File: src/design/sset_pkg.sv
// shared codes and controller/datapath bundles of the sorted key set
// no dependencies
package sset_pkg;

    // request codes
    localparam logic [1:0] OP_MEMBER = 2'd0;
    localparam logic [1:0] OP_INSERT = 2'd1;
    localparam logic [1:0] OP_DELETE = 2'd2;

    // result status codes
    localparam logic [1:0] ST_DONE    = 2'd0;
    localparam logic [1:0] ST_ABSENT  = 2'd1;
    localparam logic [1:0] ST_PRESENT = 2'd2;
    localparam logic [1:0] ST_FULL    = 2'd3;

    localparam int KEY_W = 32;
    localparam int OCC_W = 7;

    // controller to datapath
    typedef struct packed {
        logic       start;       // load request, rewind scan
        logic       rd_en;       // read next entry
        logic       wr_key;      // write key at scanned slot, keep old entry
        logic       wr_carry;    // write kept entry at scanned slot
        logic       wr_down;     // move scanned entry one slot down
        logic       cnt_inc;
        logic       cnt_dec;
        logic       res_load;    // capture result payload
        logic       res_success;
        logic [1:0] res_status;
    } t_cmd;

    // datapath to controller
    typedef struct packed {
        logic       dvld;   // read data of last cycle is present
        logic       din;    // that entry lies below the key count
        logic       ge;     // entry not below the key
        logic       eq;     // entry equals the key
        logic       full;
        logic [1:0] op;
    } t_sts;

endpackage

File: src/design/sset_if.sv
// request and response channel interfaces of the sorted key set
// depends on sset_pkg for field widths
interface sset_req_if;
    logic                                valid;
    logic                                ready;
    logic [1:0]                          op;
    logic signed [sset_pkg::KEY_W-1:0]   key;

    modport source (output valid, output op, output key, input ready);
    modport sink   (input valid, input op, input key, output ready);
endinterface

interface sset_rsp_if;
    logic                         valid;
    logic                         ready;
    logic                         success;
    logic [1:0]                   status;
    logic [sset_pkg::OCC_W-1:0]   occupancy;

    modport source (output valid, output success, output status, output occupancy,
                    input ready);
    modport sink   (input valid, input success, input status, input occupancy,
                    output ready);
endinterface

File: src/design/sset_dp.sv
// datapath: key memory, scan pointers, carry register, count and result payload
// depends on sset_pkg
module sset_dp #(
    parameter int CAPACITY = 64
) (
    input  logic                               i_clk,
    input  logic                               i_rst_n,
    input  logic [1:0]                         i_op,
    input  logic signed [sset_pkg::KEY_W-1:0]  i_key,
    input  sset_pkg::t_cmd                     i_cmd,
    output sset_pkg::t_sts                     o_sts,
    output logic                               o_success,
    output logic [1:0]                         o_status,
    output logic [sset_pkg::OCC_W-1:0]         o_occupancy
);
    import sset_pkg::*;

    localparam int AW = $clog2(CAPACITY);
    localparam int CW = $clog2(CAPACITY + 2);
    localparam logic [CW-1:0] ONE = CW'(1);
    localparam logic [CW-1:0] CAP = CW'(CAPACITY);

    logic [KEY_W-1:0]        mem [CAPACITY];
    logic [1:0]              r_op;
    logic signed [KEY_W-1:0] r_key;
    logic [CW-1:0]           r_idx;
    logic [CW-1:0]           r_pidx;
    logic                    r_ptk;
    logic                    r_pin;
    logic [KEY_W-1:0]        r_rd_data;
    logic [KEY_W-1:0]        r_carry;
    logic [CW-1:0]           r_count;
    logic [CW-1:0]           n_count;
    logic                    r_success;
    logic [1:0]              r_status;
    logic [OCC_W-1:0]        r_occ;
    logic [CW+OCC_W-1:0]     occ_wide;
    logic                    wr_en;
    logic [CW-1:0]           wr_ptr;
    logic [KEY_W-1:0]        wr_data;

    // request capture and scan pointers
    always_ff @(posedge i_clk) begin
        if (!i_rst_n) begin
            r_ptk <= 1'b0;
        end else begin
            r_ptk <= i_cmd.rd_en;
        end
        if (i_cmd.start) begin
            r_op  <= i_op;
            r_key <= i_key;
            r_idx <= '0;
        end else if (i_cmd.rd_en) begin
            r_idx <= r_idx + ONE;
        end
        if (i_cmd.rd_en) begin
            r_pidx <= r_idx;
            r_pin  <= (r_idx < r_count);
        end
    end

    // memory read port, registered
    always_ff @(posedge i_clk) begin
        if (i_cmd.rd_en) begin
            r_rd_data <= mem[r_idx[AW-1:0]];
        end
    end

    // memory write port
    always_comb begin
        wr_en   = i_cmd.wr_key | i_cmd.wr_carry | i_cmd.wr_down;
        wr_ptr  = r_pidx;
        wr_data = r_carry;
        if (i_cmd.wr_key) begin
            wr_data = r_key;
        end else if (i_cmd.wr_down) begin
            wr_ptr  = r_pidx - ONE;
            wr_data = r_rd_data;
        end
    end

    always_ff @(posedge i_clk) begin
        if (wr_en) begin
            mem[wr_ptr[AW-1:0]] <= wr_data;
        end
    end

    // entry displaced by an insert travels one slot up
    always_ff @(posedge i_clk) begin
        if (i_cmd.wr_key || i_cmd.wr_carry) begin
            r_carry <= r_rd_data;
        end
    end

    // key count
    always_comb begin
        n_count = r_count;
        if (i_cmd.cnt_inc) begin
            n_count = r_count + ONE;
        end else if (i_cmd.cnt_dec) begin
            n_count = r_count - ONE;
        end
    end

    always_ff @(posedge i_clk) begin
        if (!i_rst_n) begin
            r_count <= '0;
        end else begin
            r_count <= n_count;
        end
    end

    // result payload, occupancy is the count kept to its low bits
    assign occ_wide = {{OCC_W{1'b0}}, n_count};

    always_ff @(posedge i_clk) begin
        if (i_cmd.res_load) begin
            r_success <= i_cmd.res_success;
            r_status  <= i_cmd.res_status;
            r_occ     <= occ_wide[OCC_W-1:0];
        end
    end

    // status to controller
    always_comb begin
        o_sts.dvld = r_ptk;
        o_sts.din  = r_pin;
        o_sts.ge   = ($signed(r_rd_data) >= r_key);
        o_sts.eq   = (r_rd_data == r_key);
        o_sts.full = (r_count >= CAP);
        o_sts.op   = r_op;
    end

    assign o_success   = r_success;
    assign o_status    = r_status;
    assign o_occupancy = r_occ;

endmodule

File: src/design/sset_ctrl.sv
// controller: request sequencing, scan/shift control and result handshake
// depends on sset_pkg
module sset_ctrl (
    input  logic            i_clk,
    input  logic            i_rst_n,
    input  logic            i_in_valid,
    output logic            o_in_ready,
    input  logic            i_out_ready,
    output logic            o_out_valid,
    input  sset_pkg::t_sts  i_sts,
    output sset_pkg::t_cmd  o_cmd
);
    import sset_pkg::*;

    typedef enum logic [3:0] {
        S_IDLE   = 4'b0001,
        S_SEARCH = 4'b0010,
        S_INS    = 4'b0100,
        S_DEL    = 4'b1000
    } t_state;

    t_state r_state, n_state;
    logic   r_out_vld, n_out_vld;
    logic   found;
    logic   held;

    assign o_in_ready = (r_state == S_IDLE) && (!r_out_vld || i_out_ready);
    assign found      = i_sts.dvld && (!i_sts.din || i_sts.ge);
    assign held       = i_sts.din && i_sts.eq;

    // next state and commands
    always_comb begin
        n_state = r_state;
        o_cmd   = '0;
        case (r_state)
            S_IDLE: begin
                if (i_in_valid && o_in_ready) begin
                    o_cmd.start = 1'b1;
                    n_state     = S_SEARCH;
                end
            end
            S_SEARCH: begin
                o_cmd.rd_en = 1'b1;
                if (found) begin
                    n_state = S_IDLE;
                    case (i_sts.op)
                        OP_INSERT: begin
                            if (held) begin
                                o_cmd.res_load   = 1'b1;
                                o_cmd.res_status = ST_PRESENT;
                            end else if (i_sts.full) begin
                                o_cmd.res_load   = 1'b1;
                                o_cmd.res_status = ST_FULL;
                            end else begin
                                o_cmd.wr_key = 1'b1;
                                if (i_sts.din) begin
                                    n_state = S_INS;
                                end else begin
                                    o_cmd.cnt_inc     = 1'b1;
                                    o_cmd.res_load    = 1'b1;
                                    o_cmd.res_success = 1'b1;
                                    o_cmd.res_status  = ST_DONE;
                                end
                            end
                        end
                        OP_DELETE: begin
                            if (held) begin
                                n_state = S_DEL;
                            end else begin
                                o_cmd.res_load   = 1'b1;
                                o_cmd.res_status = ST_ABSENT;
                            end
                        end
                        default: begin
                            o_cmd.res_load    = 1'b1;
                            o_cmd.res_success = held;
                            o_cmd.res_status  = held ? ST_DONE : ST_ABSENT;
                        end
                    endcase
                end
            end
            S_INS: begin
                o_cmd.rd_en = 1'b1;
                if (i_sts.dvld) begin
                    o_cmd.wr_carry = 1'b1;
                    if (!i_sts.din) begin
                        o_cmd.cnt_inc     = 1'b1;
                        o_cmd.res_load    = 1'b1;
                        o_cmd.res_success = 1'b1;
                        o_cmd.res_status  = ST_DONE;
                        n_state           = S_IDLE;
                    end
                end
            end
            S_DEL: begin
                o_cmd.rd_en = 1'b1;
                if (i_sts.dvld) begin
                    if (i_sts.din) begin
                        o_cmd.wr_down = 1'b1;
                    end else begin
                        o_cmd.cnt_dec     = 1'b1;
                        o_cmd.res_load    = 1'b1;
                        o_cmd.res_success = 1'b1;
                        o_cmd.res_status  = ST_DONE;
                        n_state           = S_IDLE;
                    end
                end
            end
            default: begin
                n_state = S_IDLE;
            end
        endcase
    end

    // result valid: cleared on transfer, set when a result is captured
    always_comb begin
        n_out_vld = r_out_vld;
        if (i_out_ready) begin
            n_out_vld = 1'b0;
        end
        if (o_cmd.res_load) begin
            n_out_vld = 1'b1;
        end
    end

    always_ff @(posedge i_clk) begin
        if (!i_rst_n) begin
            r_state   <= S_IDLE;
            r_out_vld <= 1'b0;
        end else begin
            r_state   <= n_state;
            r_out_vld <= n_out_vld;
        end
    end

    assign o_out_valid = r_out_vld;

endmodule

File: src/design/sorted_set_member_insert_delete_top.sv
// channel    dir   handshake        payload
// i_req      in    valid/ready      op[1:0], key[31:0] signed
// o_rsp      out   valid/ready      success, status[1:0], occupancy[6:0]
//
// one request at a time; the time from the request transfer to the result depends on
// N, the keys held before the request, and is set by the key memory's single
// read port scanning one entry per cycle (search, then the shift of later entries)
// the next request transfers in the cycle after the result is captured at the earliest
// a result waiting in the output register holds off the next request transfer
// reset clears the key count; memory contents are left as they are
// depends on sset_pkg, sset_if, sset_ctrl, sset_dp
module sorted_set_member_insert_delete_top #(
    parameter int CAPACITY = 64
) (
    input  logic        i_clk,
    input  logic        i_rst_n,
    sset_req_if.sink    i_req,
    sset_rsp_if.source  o_rsp
);
    import sset_pkg::*;

    t_cmd cmd;
    t_sts sts;

    // sequencing
    sset_ctrl u_ctrl (
        .i_clk       (i_clk),
        .i_rst_n     (i_rst_n),
        .i_in_valid  (i_req.valid),
        .o_in_ready  (i_req.ready),
        .i_out_ready (o_rsp.ready),
        .o_out_valid (o_rsp.valid),
        .i_sts       (sts),
        .o_cmd       (cmd)
    );

    // storage and compare
    sset_dp #(
        .CAPACITY (CAPACITY)
    ) u_dp (
        .i_clk       (i_clk),
        .i_rst_n     (i_rst_n),
        .i_op        (i_req.op),
        .i_key       (i_req.key),
        .i_cmd       (cmd),
        .o_sts       (sts),
        .o_success   (o_rsp.success),
        .o_status    (o_rsp.status),
        .o_occupancy (o_rsp.occupancy)
    );

endmodule

File: src/flat_wrapper.sv
// flat-port wrapper written by rule: the top's interface ports become plain ports
module sorted_set_member_insert_delete_top_flat import sset_pkg::*;
#(
    parameter int CAPACITY = 64
)
  (i_clk, i_rst_n, i_req_valid, i_req_op, i_req_key, i_req_ready, o_rsp_valid, o_rsp_success, o_rsp_status, o_rsp_occupancy, o_rsp_ready);
  sset_req_if i_req_i ();
  sset_rsp_if o_rsp_i ();
  input  logic i_clk;
  input  logic i_rst_n;
  input wire logic [$bits(i_req_i.valid)-1:0] i_req_valid;
  input wire logic [$bits(i_req_i.op)-1:0] i_req_op;
  input wire logic [$bits(i_req_i.key)-1:0] i_req_key;
  output wire logic [$bits(i_req_i.ready)-1:0] i_req_ready;
  output wire logic [$bits(o_rsp_i.valid)-1:0] o_rsp_valid;
  output wire logic [$bits(o_rsp_i.success)-1:0] o_rsp_success;
  output wire logic [$bits(o_rsp_i.status)-1:0] o_rsp_status;
  output wire logic [$bits(o_rsp_i.occupancy)-1:0] o_rsp_occupancy;
  input wire logic [$bits(o_rsp_i.ready)-1:0] o_rsp_ready;
  assign i_req_i.valid = i_req_valid;
  assign i_req_i.op = i_req_op;
  assign i_req_i.key = i_req_key;
  assign i_req_ready = i_req_i.ready;
  assign o_rsp_valid = o_rsp_i.valid;
  assign o_rsp_success = o_rsp_i.success;
  assign o_rsp_status = o_rsp_i.status;
  assign o_rsp_occupancy = o_rsp_i.occupancy;
  assign o_rsp_i.ready = o_rsp_ready;
  sorted_set_member_insert_delete_top #(.CAPACITY(CAPACITY)) u_core (.i_clk(i_clk), .i_rst_n(i_rst_n), .i_req(i_req_i), .o_rsp(o_rsp_i));
endmodule
File: config.mk
export PLATFORM = sky130hd
export DESIGN_NAME = sorted_set_member_insert_delete_top_flat
export DESIGN_NICKNAME = d
export VERILOG_FILES = /design/src/design/sset_pkg.sv /design/src/design/sset_if.sv /design/src/design/sset_dp.sv /design/src/design/sset_ctrl.sv /design/src/design/sorted_set_member_insert_delete_top.sv /design/src/flat_wrapper.sv
export SDC_FILE = /design/constraint.sdc
export NUM_CORES = 2
export LEC_CHECK = 0
export BUFFER_PORTS_ARGS = -buffer_cell sky130_fd_sc_hd__buf_2
export CORE_UTILIZATION = 45
export DETAILED_ROUTE_END_ITERATION = 10
export RECOVER_POWER = 100
export SLEW_MARGIN = 10
export SYNTH_ARGS = -nofsm -noshare
export SYNTH_HDL_FRONTEND = slang
export SYNTH_SLANG_ARGS = --single-unit
File: constraint.sdc
create_clock -name i_clk -period 7.55 [get_ports i_clk]
set_input_delay 0.3775 -clock i_clk [delete_from_list [all_inputs] [get_ports i_clk]]
set_output_delay 0.3775 -clock i_clk [all_outputs]
set_load 0.02 [all_outputs]
==> run summary <==
Synth Area in Compound Gates: 0.6831%
Clock root buffer: clkbuf_16
Number of enable flip-flop cells after synthesis: 2163
Synth Net Count: 3603
Initial DRC count: 4351
DRC: 0
Setup repair bufs after CTS: 0
Synth Area in Simple Gates: 1.432%
Library cells used by synthesis: 51
Die area: 189000 um2
Slew Limit Fails: 971
# resized after CTS: 0
Vias per cell: 5.954
I/O pin count: 50
RSZ-0062 raised after global routing: no
Most used DFF post-synth: edfxtp_1
Synth Area in Adders: 0.6534%
Largest family of logic cells by synthesized area: multiplexers
Synthesis Warnings: 0
Max-cap violation count: 36
Port bufs: 49
CP startpoint kind: flip-flop
WL/cell: 31.14 um
Worst-Margin Slew: 3.570 ns
Final WL: 200.8 mm
Pin count of the biggest net entering global routing: 146
Share of flip-flops with an asynchronous set or reset: 0%
Period utilization: 80.80%
Synth Register Bits: 2183
Finished Layout Cells: 6450
Mapped cell area: 84260 um2
Area contributors post-synth: edfxtp_1 77%, mux4_2 18%, ha_1 0.65%
Clk_skew: 0.03149 ns
Drt pass-1 iters: 5
Violated checks: max-capacitance violations, max-slew violations
DP Wirelength: 111.5 mm
Vias in the first global route: 38800
WP data arrival: 6.52 ns
Gr usage total: 21.25%
Leak: 28.27 nW
Worst rel slew slack: -138.3%
Area growth from synthesis to layout: 12.83%
F_max: 163.9 MHz
Deepest clock path buffer count: 3
CTS tree: yes
Initial antenna violation count: 22
Chip width: 434.7 um
Initial Util: 45.39%
H-Tree Level Count: 4
Num CTS Buffers: 214
Final hold violation count: 0
First-pass GRT wire length: 286.7 mm
Antenna Nets Post-Route: 0
Type of the worst setup path: flip-flop to flip-flop
RD Place Congestion: 0.8200
Vias post-DR: 38400
Layout cells sized above 1: 27.85%
Global route overflow: 0
Crit path time final: 6.100 ns
Die Y: 434.7 um
Post-Synth XOR/XNOR Area: 0.1871%
Critical Path RT: 7.97 ns
Clock latency on the worst-skew pair: 0.85 ns
Largest area contributor in the netlist: edfxtp_1
Syn Inst Count: 3521
Worst-path maximum fanout: 32
Total negative setup slack: 0 ns
CTS sink cnt: 2183
# setup viols final: 0
Avg Cell Area, Syn: 23.93 um2
Crit path capture type: flip-flop
CORE AREA: 185600 um2
# rows: 158
Hold crit path type: input pin to flip-flop
Peak VDD IR: 0.2210 mV
Final net count: 3862
Post-synthesis mux area share: 18.37%
Fin util: 51.21%
Clock transition at the registers of the reported paths: 0.06 ns
Sequential area share after synthesis: 77.56%
PwrDens: 289.5 nW/um2
Outcome: finished, violations left
WHS: 0.2747 ns
Placed instance count: 6007
Top-area cell type share of the netlist area: 77.09%
[placed cells by master (no fill, tap or decap), drive strengths merged, types with 34 or more instances in the layout]
master,count
dlygate4sd3,37
nand2,76
mux4,672
inv,53
ha,44
mux2i,34
nor3,74
edfxtp,2163
buf,46
clkinv,97
clkbuf,416
o21ai,52
[registers in the layout, summed over array words and instances (netlist names)]
signal / flops
u_core.u_dp.mem: 2048
u_core.u_dp.r_carry: 32
u_core.u_dp.r_key: 32
u_core.u_dp.r_rd_data: 32
u_core.u_dp.o_occupancy: 7
u_core.u_dp.r_count: 7
u_core.u_dp.r_idx: 7
u_core.u_dp.r_pidx: 6
u_core.u_ctrl.r_state: 4
u_core.u_dp.o_status: 2
u_core.u_dp.r_op: 2
u_core.u_ctrl.o_out_valid: 1
u_core.u_dp.o_success: 1
u_core.u_dp.r_pin: 1
u_core.u_dp.r_ptk: 1
[worst max-delay path: stages, from the launching register on]
cell and delay [ns]:
edfxtp_1 0.42, ha_1 0.35, nand4_1 0.16, nor4_1 0.65, a21boi_0 0.29, o311a_1 0.24
o21ai_0 0.13, a21oi_1 0.17, o21ba_1 0.95, nor3_1 0.30, clkbuf_1 0.49, nor4_2 0.39
clkbuf_2 1.12
[power breakdown]
group	internal (mW)	leakage (nW)	switching [mW]	total (mW)
Clock	5.84	3.30	4.49	10.3
Sequential	13.3	19.6	0.114	13.4
Combinational	2.00	5.37	1.82	3.82
[synth_stat cells, types with 2 or more instances]
master / instances
nor4b_1: 2
nand2_1: 76
edfxtp_1: 2163
or4_1: 2
a211oi_1: 2
nor2b_1: 6
clkbuf_1: 119
inv_1: 46
ha_1: 44
nor3_1: 73
a21oi_1: 22
mux4_2: 672
o211ai_1: 2
nand2b_1: 8
and2_1: 7
xor2_1: 6
xnor2_1: 12
mux2i_1: 34
a21o_1: 4
o211a_1: 2
nand4_1: 9
o22ai_1: 2
o21ai_0: 51
a31oi_1: 2
buf_6: 7
nand3_1: 17
and4_1: 3
nor4_2: 2
dfxtp_1: 20
nor2_1: 22
nor4_1: 5
and3_1: 3
buf_2: 25
or2_2: 4
buf_1: 31
[metrics by stage]
step                      area (um2)  setup WS, ns  total power, mW
after floorplan                84260         1.434            16.44
after global placement         88740         2.546            17.51
after detailed placement       88740         2.483            17.51
after CTS                      95900         2.453            27.78
after global routing           95060         1.132            28.41
final                          95070         1.450            27.52
[area by class of cell]
cell class                 instances  area, um2
sequential                      2183      65350
timing repair buffer             225       1444
multi-input combinational       1110      18190
inverter                          46      172.7
clock buffer                     274       5644
fill                           14340      90560
tap                             2480       3103
clock inverter                   126       1145
antenna                            6      15.01
[metal layers]
| layer | share of wire (%) | vias up | global-route usage [%] |
|---|---|---|---|
| li1 | - | 15710 | - |
| met1 | 44 | 21050 | 32.03 |
| met2 | 48 | 1429 | 33.02 |
| met3 | 7.1 | 218 | 3.378 |
| met4 | 1.5 | 0 | 4.394 |
| met5 | 0 | - | 0 |
[logic make-up (layout without fill, tap and decap cells)]
group | count (synthesis) | after routing
AO/OA/AOI/OAI | 99 | 99
multiplexers | 706 | 706
XOR/XNOR | 18 | 18
adder cells (fa/ha/maj) | 44 | 44
other | 0 | 6
flip-flops | 2183 | 2183
buffers and inverters | 228 | 671
AND/OR/NAND/NOR | 243 | 243
[worst paths after layout]
path	start	end	cells past startpoint	slack, ns
worst max-delay path	u_core.u_dp.r_rd_data[14]$_DFFE_PP_	u_core.u_dp.mem[15][12]$_DFFE_PP_	12	1.45
worst min-delay path	i_req_op[0]	u_core.u_dp.r_op[0]$_DFFE_PP_	2	0.27
worst max register to register	u_core.u_dp.r_rd_data[14]$_DFFE_PP_	u_core.u_dp.mem[15][12]$_DFFE_PP_	12	1.45
worst min register to register	u_core.u_dp.r_rd_data[27]$_DFFE_PP_	u_core.u_dp.r_carry[27]$_DFFE_PP_	0	0.48
[repair_timing]
item,CTS,global route
setup endpoints to repair,0,0
hold endpoints to repair,47,0
hold buffers,37,0
Power figures use the tool's default switching activity.
